<file path="config.mk">
export PLATFORM = sky130hd
export DESIGN_NAME = mtg_front
export DESIGN_NICKNAME = d
export VERILOG_FILES = /design/src/mtg_pkg.sv /design/src/mtg_front.sv
export SDC_FILE = /design/constraint.sdc
export NUM_CORES = 1
export LEC_CHECK = 0
export ABC_CLOCK_PERIOD_IN_PS = 4420
export CAP_MARGIN = 20
export CORE_ASPECT_RATIO = 1.25
export CORE_UTILIZATION = 55
export DETAILED_ROUTE_END_ITERATION = 8
export DONT_BUFFER_PORTS = 1
export MAX_ROUTING_LAYER = met4
export PLACE_DENSITY_LB_ADDON = 0.2
export SYNTH_ARGS = -nofsm -noshare
export SYNTH_HDL_FRONTEND = slang
export SYNTH_SLANG_ARGS = --single-unit
</file>
<file path="constraint.sdc">
create_clock -name clk_i -period 4.42 [get_ports clk_i]
set_input_delay 0.442 -clock clk_i [delete_from_list [all_inputs] [get_ports clk_i]]
set_output_delay 0.442 -clock clk_i [all_outputs]
set_load 0.01 [all_outputs]
</file>
<file path="src/mtg_pkg.sv">
// Shared types, constants and the tempering function of the MT19937 generator.
// Used by the request queue, the execution unit and the top level.
package mtg_pkg;

  // Table geometry and recurrence constants
  localparam int unsigned StateWordsDefault = 624;
  localparam int unsigned ShiftSpan         = 397;
  localparam int unsigned QueueDepth        = 2;

  localparam logic [31:0] InitMult    = 32'h6C07_8965;
  localparam logic [31:0] TwistXor    = 32'h9908_B0DF;
  localparam logic [31:0] TemperB     = 32'h9D2C_5680;
  localparam logic [31:0] TemperC     = 32'hEFC6_0000;
  localparam logic [31:0] HighBit     = 32'h8000_0000;
  localparam logic [31:0] LowBits     = 32'h7FFF_FFFF;
  localparam logic [31:0] DefaultSeed = 32'd5489;

  // Request codes
  typedef enum logic {
    CMD_NEXT   = 1'b0,
    CMD_RESEED = 1'b1
  } cmd_e;

  // One queued request
  typedef struct packed {
    cmd_e        command;
    logic [31:0] seed_value;
  } item_t;

  // Head of the request queue as seen by the execution unit
  typedef struct packed {
    logic  valid;
    item_t item;
  } queue_head_t;

  // Status returned by the execution unit
  typedef struct packed {
    logic pop;
    logic init;
  } back_status_t;

  // Standard MT19937 output tempering
  function automatic logic [31:0] temper(input logic [31:0] w);
    logic [31:0] y;
    y = w;
    y = y ^ (y >> 11);
    y = y ^ ((y << 7) & TemperB);
    y = y ^ ((y << 15) & TemperC);
    y = y ^ (y >> 18);
    return y;
  endfunction

endpackage

</file>
<file path="src/mtg_front.sv">
// Front part of the generator: takes requests and holds them in a short queue.
// Depends on mtg_pkg for the request type and the queue depth.
module mtg_front
  import mtg_pkg::*;
(
  input  logic         clk_i,
  input  logic         rst_ni,
  input  logic         push_i,
  input  item_t        item_i,
  input  logic         pop_i,
  output logic         full_o,
  output queue_head_t  head_o
);

  localparam int unsigned PtrW = (QueueDepth > 1) ? $clog2(QueueDepth) : 1;
  localparam int unsigned CntW = $clog2(QueueDepth + 1);

  item_t               entry_q [QueueDepth];
  logic [PtrW-1:0]     wr_ptr_q, wr_ptr_d;
  logic [PtrW-1:0]     rd_ptr_q, rd_ptr_d;
  logic [CntW-1:0]     count_q, count_d;
  logic                do_push, do_pop;

  assign full_o  = (count_q == CntW'(QueueDepth));
  assign do_push = push_i && !full_o;
  assign do_pop  = pop_i && (count_q != '0);

  // Advance pointers and fill count
  always_comb begin
    wr_ptr_d = wr_ptr_q;
    rd_ptr_d = rd_ptr_q;
    count_d  = count_q;
    if (do_push) begin
      wr_ptr_d = (wr_ptr_q == PtrW'(QueueDepth - 1)) ? '0 : wr_ptr_q + 1'b1;
    end
    if (do_pop) begin
      rd_ptr_d = (rd_ptr_q == PtrW'(QueueDepth - 1)) ? '0 : rd_ptr_q + 1'b1;
    end
    unique case ({do_push, do_pop})
      2'b10:   count_d = count_q + 1'b1;
      2'b01:   count_d = count_q - 1'b1;
      default: count_d = count_q;
    endcase
  end

  always_ff @(posedge clk_i or negedge rst_ni) begin
    if (!rst_ni) begin
      wr_ptr_q <= '0;
      rd_ptr_q <= '0;
      count_q  <= '0;
    end else begin
      wr_ptr_q <= wr_ptr_d;
      rd_ptr_q <= rd_ptr_d;
      count_q  <= count_d;
    end
  end

  // Store the incoming request
  always_ff @(posedge clk_i) begin
    if (do_push) begin
      entry_q[wr_ptr_q] <= item_i;
    end
  end

  assign head_o.valid = (count_q != '0);
  assign head_o.item  = entry_q[rd_ptr_q];

  // Fill count stays within the depth
  a_count_bound: assert property (@(posedge clk_i) disable iff (!rst_ni)
    count_q <= CntW'(QueueDepth))
    else $error("request queue count out of range");

  // A request pushed into an empty queue shows at the head next cycle
  a_push_visible: assert property (@(posedge clk_i) disable iff (!rst_ni)
    (do_push && count_q == '0) |=> head_o.valid)
    else $error("pushed request not visible at head");

  // An empty queue has equal read and write pointers
  a_empty_ptrs: assert property (@(posedge clk_i) disable iff (!rst_ni)
    (count_q == '0) |-> (wr_ptr_q == rd_ptr_q))
    else $error("empty queue with unequal pointers");

endmodule

</file>
==> results.py, run 1 <==
metrics = {
    "yosys": {
        "synth_most_common_cell": "edfxtp_1",
        "ys_ff_latch": 70,
        "synthTopCellsByArea": "edfxtp_1 (76%), mux2_2 (13%), dfrtp_1 (3.9%)",
        "avgSynthCellArea_um2": 21.5,
        "synth_top_flop_cell": "edfxtp_1",
        "syn-num-nets": 159,
        "async_flop_share_pct": 5.71,
        "synth_cell_types": 15,
        "yosysWarnings": 0,
        "synth_cells": 121,
        "seq_area_frac_synth_pct": 80.2,
        "synth_edf_count": 66,
        "yosysTopAreaCell": "edfxtp_1",
        "synth_area_mm2": 0.00260,
        "synthTopCellsByCount": "edfxtp_1 (66), mux2_2 (31), buf_6 (4), dfrtp_1 (4), xnor2_1 (3)",
        "synth_top_area_share_pct": 76.3,
    },
    "pwr": {
        "p_switching_w": 0.000558,
        "leakage_nw": 0.959,
        "p_total_w": 0.00197,
        "p_int_w": 0.00142,
        "p_per_area_mw_per_mm2": 690,
        "irDropWorstVdd_mv": 0.637,
        "p_comb_share_pct": 23.9,
        "switching_share_pct": 28.2,
        "p_clk_share_pct": 26.4,
        "pwr-share-seq_pct": 49.7,
    },
    "die": {
        "pin_count": 72,
        "dieHeight_um": 78.8,
        "core_mm2": 0.00446,
        "die_area_mm2": 0.00500,
        "row_count": 27,
        "die_w_um": 63.5,
        "start_util_pct": 58.2,
    },
    "sta": {
        "finalCritPeriodShare_pct": 52.5,
        "max_slew_margin_pct": 36.4,
        "fin_ws_ns": 2.10,
        "fin_crit_ns": 2.32,
        "setup_violations": 0,
        "hold_viol": 0,
        "skew_ns": 0.00362,
        "rsz0062_at_grt": "no",
        "setup_tns_ns": 0,
        "worst_slew_pin_slew_ns": 0.952,
        "fmax_mhz": 431,
        "maxSlewViolCount": 0,
    },
    "global_routing": {
        "grtUsageTotal_pct": 16.8,
        "grt_pass1_wl_um": 5640,
        "grt_pass1_vias": 1143,
        "grt_max_degree": 34,
        "antenna_found_initial": 0,
        "grt_overflow": 0,
    },
    "clock_tree": {
        "post_cts_buffers": 0,
        "cts_made_buffers": 9,
        "tritoncts": "built",
        "ctsHoldBuffers": 1,
        "clk_latency_ns": 0.33,
        "root_buffer": "clkbuf_8",
        "cts.repair.resized": 0,
        "cts_max_path_buffers": 2,
        "clk_pin_slew_ns": 0.07,
        "cts_htree_levels": 3,
        "clkSinkCount": 70,
    },
    "routing": {
        "wl_um": 3790,
        "first_iter_violations": 37,
        "drcViolationCount": 0,
        "ant_nets": 0,
        "routed_via_density": 5.54,
        "drtPass1Iterations": 4,
        "dr_total_vias": 1075,
        "wl_per_cell_um": 19.5,
    },
    "layout": {
        "drive_gt1_share_pct": 34.6,
        "fin_area_mm2": 0.00286,
        "num_antenna_cells": 0,
        "nFillCells": 334,
        "nNetsFinal": 169,
        "fin_cells": 194,
        "multiInputGateArea_um2": 474,
        "ff_latch_area_mm2": 0.00208,
        "area_growth_pct": 10.2,
    },
    "status": {
        "outcome": "finished clean",
    },
    "critical_path": {
        "crit_required_ns": 3.98,
        "r2r_setup_slack_ns": 2.46,
        "critical_path_arrival_ns": 1.88,
        "critical_path_class": "register to output port",
        "cp-end-kind": "output port",
        "startpoint_type": "register",
        "path_max_fanout": 19,
    },
    "placement": {
        "dp_hpwl_um": 2480,
        "place_inst": 177,
        "port_buffers": 0,
        "gp_congestion": 0.645,
        "placed_cell_area_mm2": 0.00265,
        "dp_slack_ns": 2.41,
    },
    "flow_run": {
        "drv.max_cap_violation_count": 0,
    },
    "hold_path": {
        "hp-class": "input pin to register",
    },
}
## path summary, 6_finish.rpt
path	from	endpoint	cells past startpoint
setup / recovery	rd_ptr_q	head_o[24]	2
hold reg to reg	count_q[1]	count_q[1]	1
hold / removal	item_i[18]	entry_q[1][18]	0
max in group asynchronous	rst_ni	rd_ptr_q	1
min in group asynchronous	rst_ni	count_q[0]	1
setup reg to reg	count_q[0]	entry_q[1][23]	3
## power by group through the flow
stage / combinational [W] / sequential, W / clock, W
floorplan: 0.000449 / 0.000958 / 0
global placement: 0.000465 / 0.000986 / 0
detailed placement: 0.000479 / 0.000998 / 0
CTS: 0.000483 / 0.000984 / 0.000532
global route: 0.000507 / 0.000999 / 0.000557
finish: 0.000471 / 0.000982 / 0.000522
## state kept, by name, indices dropped and copies added, names as in the netlist
name,flops
entry_q,66
count_q,2
rd_ptr_q,1
wr_ptr_q,1
## routing by layer
metal  vias to the layer above  global-route usage, %  wire length [um]
met5                         -                      -                 0
li1                        485                      -                 -
met1                       531                   16.8              1330
met4                         0                   8.86                51
met2                        51                   26.4              2040
met3                         8                   9.05               375
## cells by family (layout without fill, tap and decap cells)
kind of cell,Yosys count,in the layout,share of synthesized area [%]
and+or+nand+nor,7,7,1.49
adders and majority gates,1,1,0.482
xor gates and xnor gates,5,5,1.69
DFF,70,70,80.2
buffers and inverters,5,20,1.88
muxes,33,33,14.3
## final cells by class
type / instances / area share, %
clock buffers: 10 / 4.46
clock inverters: 6 / 2.67
inverters: 1 / 0.131
multi-input cells: 46 / 16.6
flip-flops and latches: 70 / 72.8
well taps: 58 / 2.54
repair buffers: 3 / 0.875
## worst max-delay path: stages, from the launching register on
cell and delay (ns):
dfrtp_1 0.75, buf_4 0.39, mux2_1 0.41
## per-stage QoR
stage | util, % | hold WS [ns]
finish | 64.2 | 0.203
global route | 64.2 | 0.177
CTS | 64.2 | 0.190
detailed placement | 59.4 | 0.147
global placement | 59.4 | 0.147
floorplan | - | 0.146
## layout by cell type (no fill, tap or decap)
master,count
nor2_4,1
or2_1,1
inv_1,1
bufinv_16,2
nand2b_1,1
clkinv_1,3
clkbuf_1,1
and2_4,1
and3_1,1
ha_1,1
xor2_1,2
nor2_1,1
dlygate4sd3_1,1
clkbuf_8,9
edfxtp_1,66
xnor2_1,3
clkinv_2,1
buf_4,2
mux2_2,31
mux2_1,2
dfrtp_1,4
nand2_1,1
No activity file was read; power rests on OpenSTA's default activity.
==> run 2, diff against run 1 <==
--- a/config.mk
+++ b/config.mk
@@ -5,7 +5,7 @@
 export SDC_FILE = /design/constraint.sdc
 export NUM_CORES = 1
 export LEC_CHECK = 0
-export ABC_CLOCK_PERIOD_IN_PS = 4420
+export ABC_CLOCK_PERIOD_IN_PS = 2400
 export CAP_MARGIN = 20
 export CORE_ASPECT_RATIO = 1.25
 export CORE_UTILIZATION = 55
==> constraint.sdc (replaced) <==
create_clock -name clk_i -period 2.4 [get_ports clk_i]
set_input_delay 0.24 -clock clk_i [delete_from_list [all_inputs] [get_ports clk_i]]
set_output_delay 0.24 -clock clk_i [all_outputs]
set_load 0.01 [all_outputs]
==> results.py, run 2 (synthesis gave the netlist of run 1 again) <==
metrics = {
    "status": {
        "outcome": "finished clean",
    },
    "routing": {
        "wl_per_cell_um": 17.4,
        "drcViolationCount": 0,
        "drtPass1Iterations": 3,
        "dr_total_vias": 1209,
        "ant_nets": 0,
        "wl_um": 3980,
        "routed_via_density": 5.28,
        "first_iter_violations": 51,
    },
    "global_routing": {
        "grt_max_degree": 18,
        "grt_pass1_vias": 1324,
        "grtUsageTotal_pct": 18.0,
        "grt_overflow": 0,
        "antenna_found_initial": 0,
        "grt_pass1_wl_um": 6110,
    },
    "critical_path": {
        "timing.rr.start": "count_q[0]",
        "critical_path_arrival_ns": 1.79,
        "critical_path_class": "register to register",
        "path_max_fanout": 17,
        "crit_required_ns": 2.44,
        "startpoint_type": "register",
        "r2r_setup_slack_ns": 0.65,
        "r2r-end": "entry_q[0][2]",
        "cp-end-kind": "register",
        "ff2ff_path_depth": 4,
    },
    "sta": {
        "worst_slew_pin_slew_ns": 0.541,
        "whs_ns": 0.126,
        "max_slew_margin_pct": 63.8,
        "fmax_mhz": 570,
        "setup_violations": 0,
        "maxSlewViolCount": 0,
        "rsz0062_at_grt": "no",
        "fin_crit_ns": 1.75,
        "finalCritPeriodShare_pct": 73.1,
        "skew_ns": 0.00501,
        "setup_tns_ns": 0,
        "hold_viol": 0,
    },
    "layout": {
        "top_register": "entry_q",
        "reg_top3": "entry_q x66, count_q x2",
        "drive_gt1_share_pct": 28.7,
        "nNetsFinal": 205,
        "num_antenna_cells": 0,
        "fin_cells": 229,
        "largest_reg_flops": 66,
        "mostFrequentLayoutCells": "edfxtp_1 (66), dlygate4sd3_1 (34), mux2_2 (31)",
        "mostFrequentLayoutCell": "edfxtp_1",
        "area_growth_pct": 22.1,
    },
    "clock_tree": {
        "clk_pin_slew_ns": 0.06,
        "post_cts_buffers": 0,
        "clk_latency_ns": 0.33,
        "ctsHoldBuffers": 34,
        "tritoncts": "built",
        "cts.repair.resized": 0,
        "cts_max_path_buffers": 2,
        "clkSinkCount": 70,
        "cts_made_buffers": 9,
        "root_buffer": "clkbuf_8",
        "cts_htree_levels": 3,
    },
    "die": {
        "start_util_pct": 58.2,
        "row_count": 27,
        "pin_count": 72,
        "dieHeight_um": 78.8,
        "die_area_mm2": 0.00500,
        "die_w_um": 63.5,
        "core_mm2": 0.00446,
    },
    "pwr": {
        "p_int_w": 0.00248,
        "p_comb_share_pct": 28.8,
        "irDropWorstVdd_mv": 0.713,
        "p_clk_share_pct": 21.1,
        "pwr-share-seq_pct": 50.1,
        "switching_share_pct": 29.4,
        "p_switching_w": 0.00103,
        "leakage_nw": 1.09,
        "p_per_area_mw_per_mm2": 1110,
    },
    "placement": {
        "dp_hpwl_um": 2500,
        "port_buffers": 0,
        "gp_congestion": 0.673,
        "place_inst": 180,
    },
    "flow_run": {
        "drv.max_cap_violation_count": 0,
    },
    "hold_path": {
        "hp-class": "input pin to register",
        "holdPathStages": 2,
        "hp-start": "pop_i",
        "min_to": "rd_ptr_q",
    },
}
==> run 2: cell count changes in the layout (fill, tap and decap cells not counted) <==
| cell | before | now |
|---|---|---|
| dlygate4sd3_1 | 1 | 34 |
| clkbuf_1 | 1 | 4 |
| clkinv_1 | 3 | 0 |
| buf_4 | 2 | 4 |
| bufinv_16 | 2 | 0 |
| buf_12 | 0 | 1 |
| clkinv_2 | 1 | 2 |
==> run 2: layout make-up <==
type | instances | area (um^2)
Multi-Input combinational cell | 46 | 474
Sequential cell | 70 | 2080
Tap cell | 58 | 72.6
Timing Repair Buffer | 39 | 390
Clock inverter | 2 | 10.0
Clock buffer | 13 | 139
Fill cell | 299 | 1290
Inverter | 1 | 3.75
==> run 2: how the worst max path moves through the flow <==
stage | from | slack [ns] | endpoint | cells after the start
after detailed placement | count_q[0] | 0.66 | entry_q[0][21] | 4
after CTS | count_q[0] | 0.64 | entry_q[0][14] | 4
final | count_q[0] | 0.65 | entry_q[0][2] | 4
after floorplan | count_q[0] | 0.49 | entry_q[0][0] | 3
after global placement | count_q[0] | 0.76 | entry_q[0][14] | 4
after global routing | count_q[0] | 0.53 | entry_q[0][2] | 4
==> run 2: per-stage QoR <==
| stage | setup WS, ns | power [W] | area, um^2 | util (%) |
|---|---|---|---|---|
| after global placement | 0.764 | 0.00272 | 2680 | 60.2 |
| after global routing | 0.530 | 0.00367 | 3170 | 71.1 |
| final | 0.646 | 0.00351 | 3170 | 71.1 |
| after detailed placement | 0.658 | 0.00276 | 2680 | 60.2 |
| after floorplan | 0.493 | 0.00259 | 2600 | - |
| after CTS | 0.637 | 0.00355 | 3170 | 71.1 |
==> run 2: power by group through the flow <==
stage / logic [W] / registers [W] / clock network (W)
5_1_grt: 0.00108 / 0.00178 / 0.000809
6_report: 0.00101 / 0.00176 / 0.000739
4_1_cts: 0.00103 / 0.00176 / 0.000754
2_1_floorplan: 0.000829 / 0.00176 / 0
3_5_place_dp: 0.000972 / 0.00179 / 0
3_3_place_gp: 0.000954 / 0.00177 / 0
==> run 2: worst max-delay path, cell delays in order (launching register included) <==
cell and delay [ns]:
dfrtp_1 0.42, nand2b_1 0.18, nand2_1 0.16, nor2_4 0.46, buf_12 0.23
==> run 2: per-layer routing <==
layer	vias up	wire, um	GRT usage, %
li1	557	-	-
met1	600	1470	17.2
met5	-	0	-
met3	9	248	7.04
met4	0	68	8.86
met2	43	2200	31.1
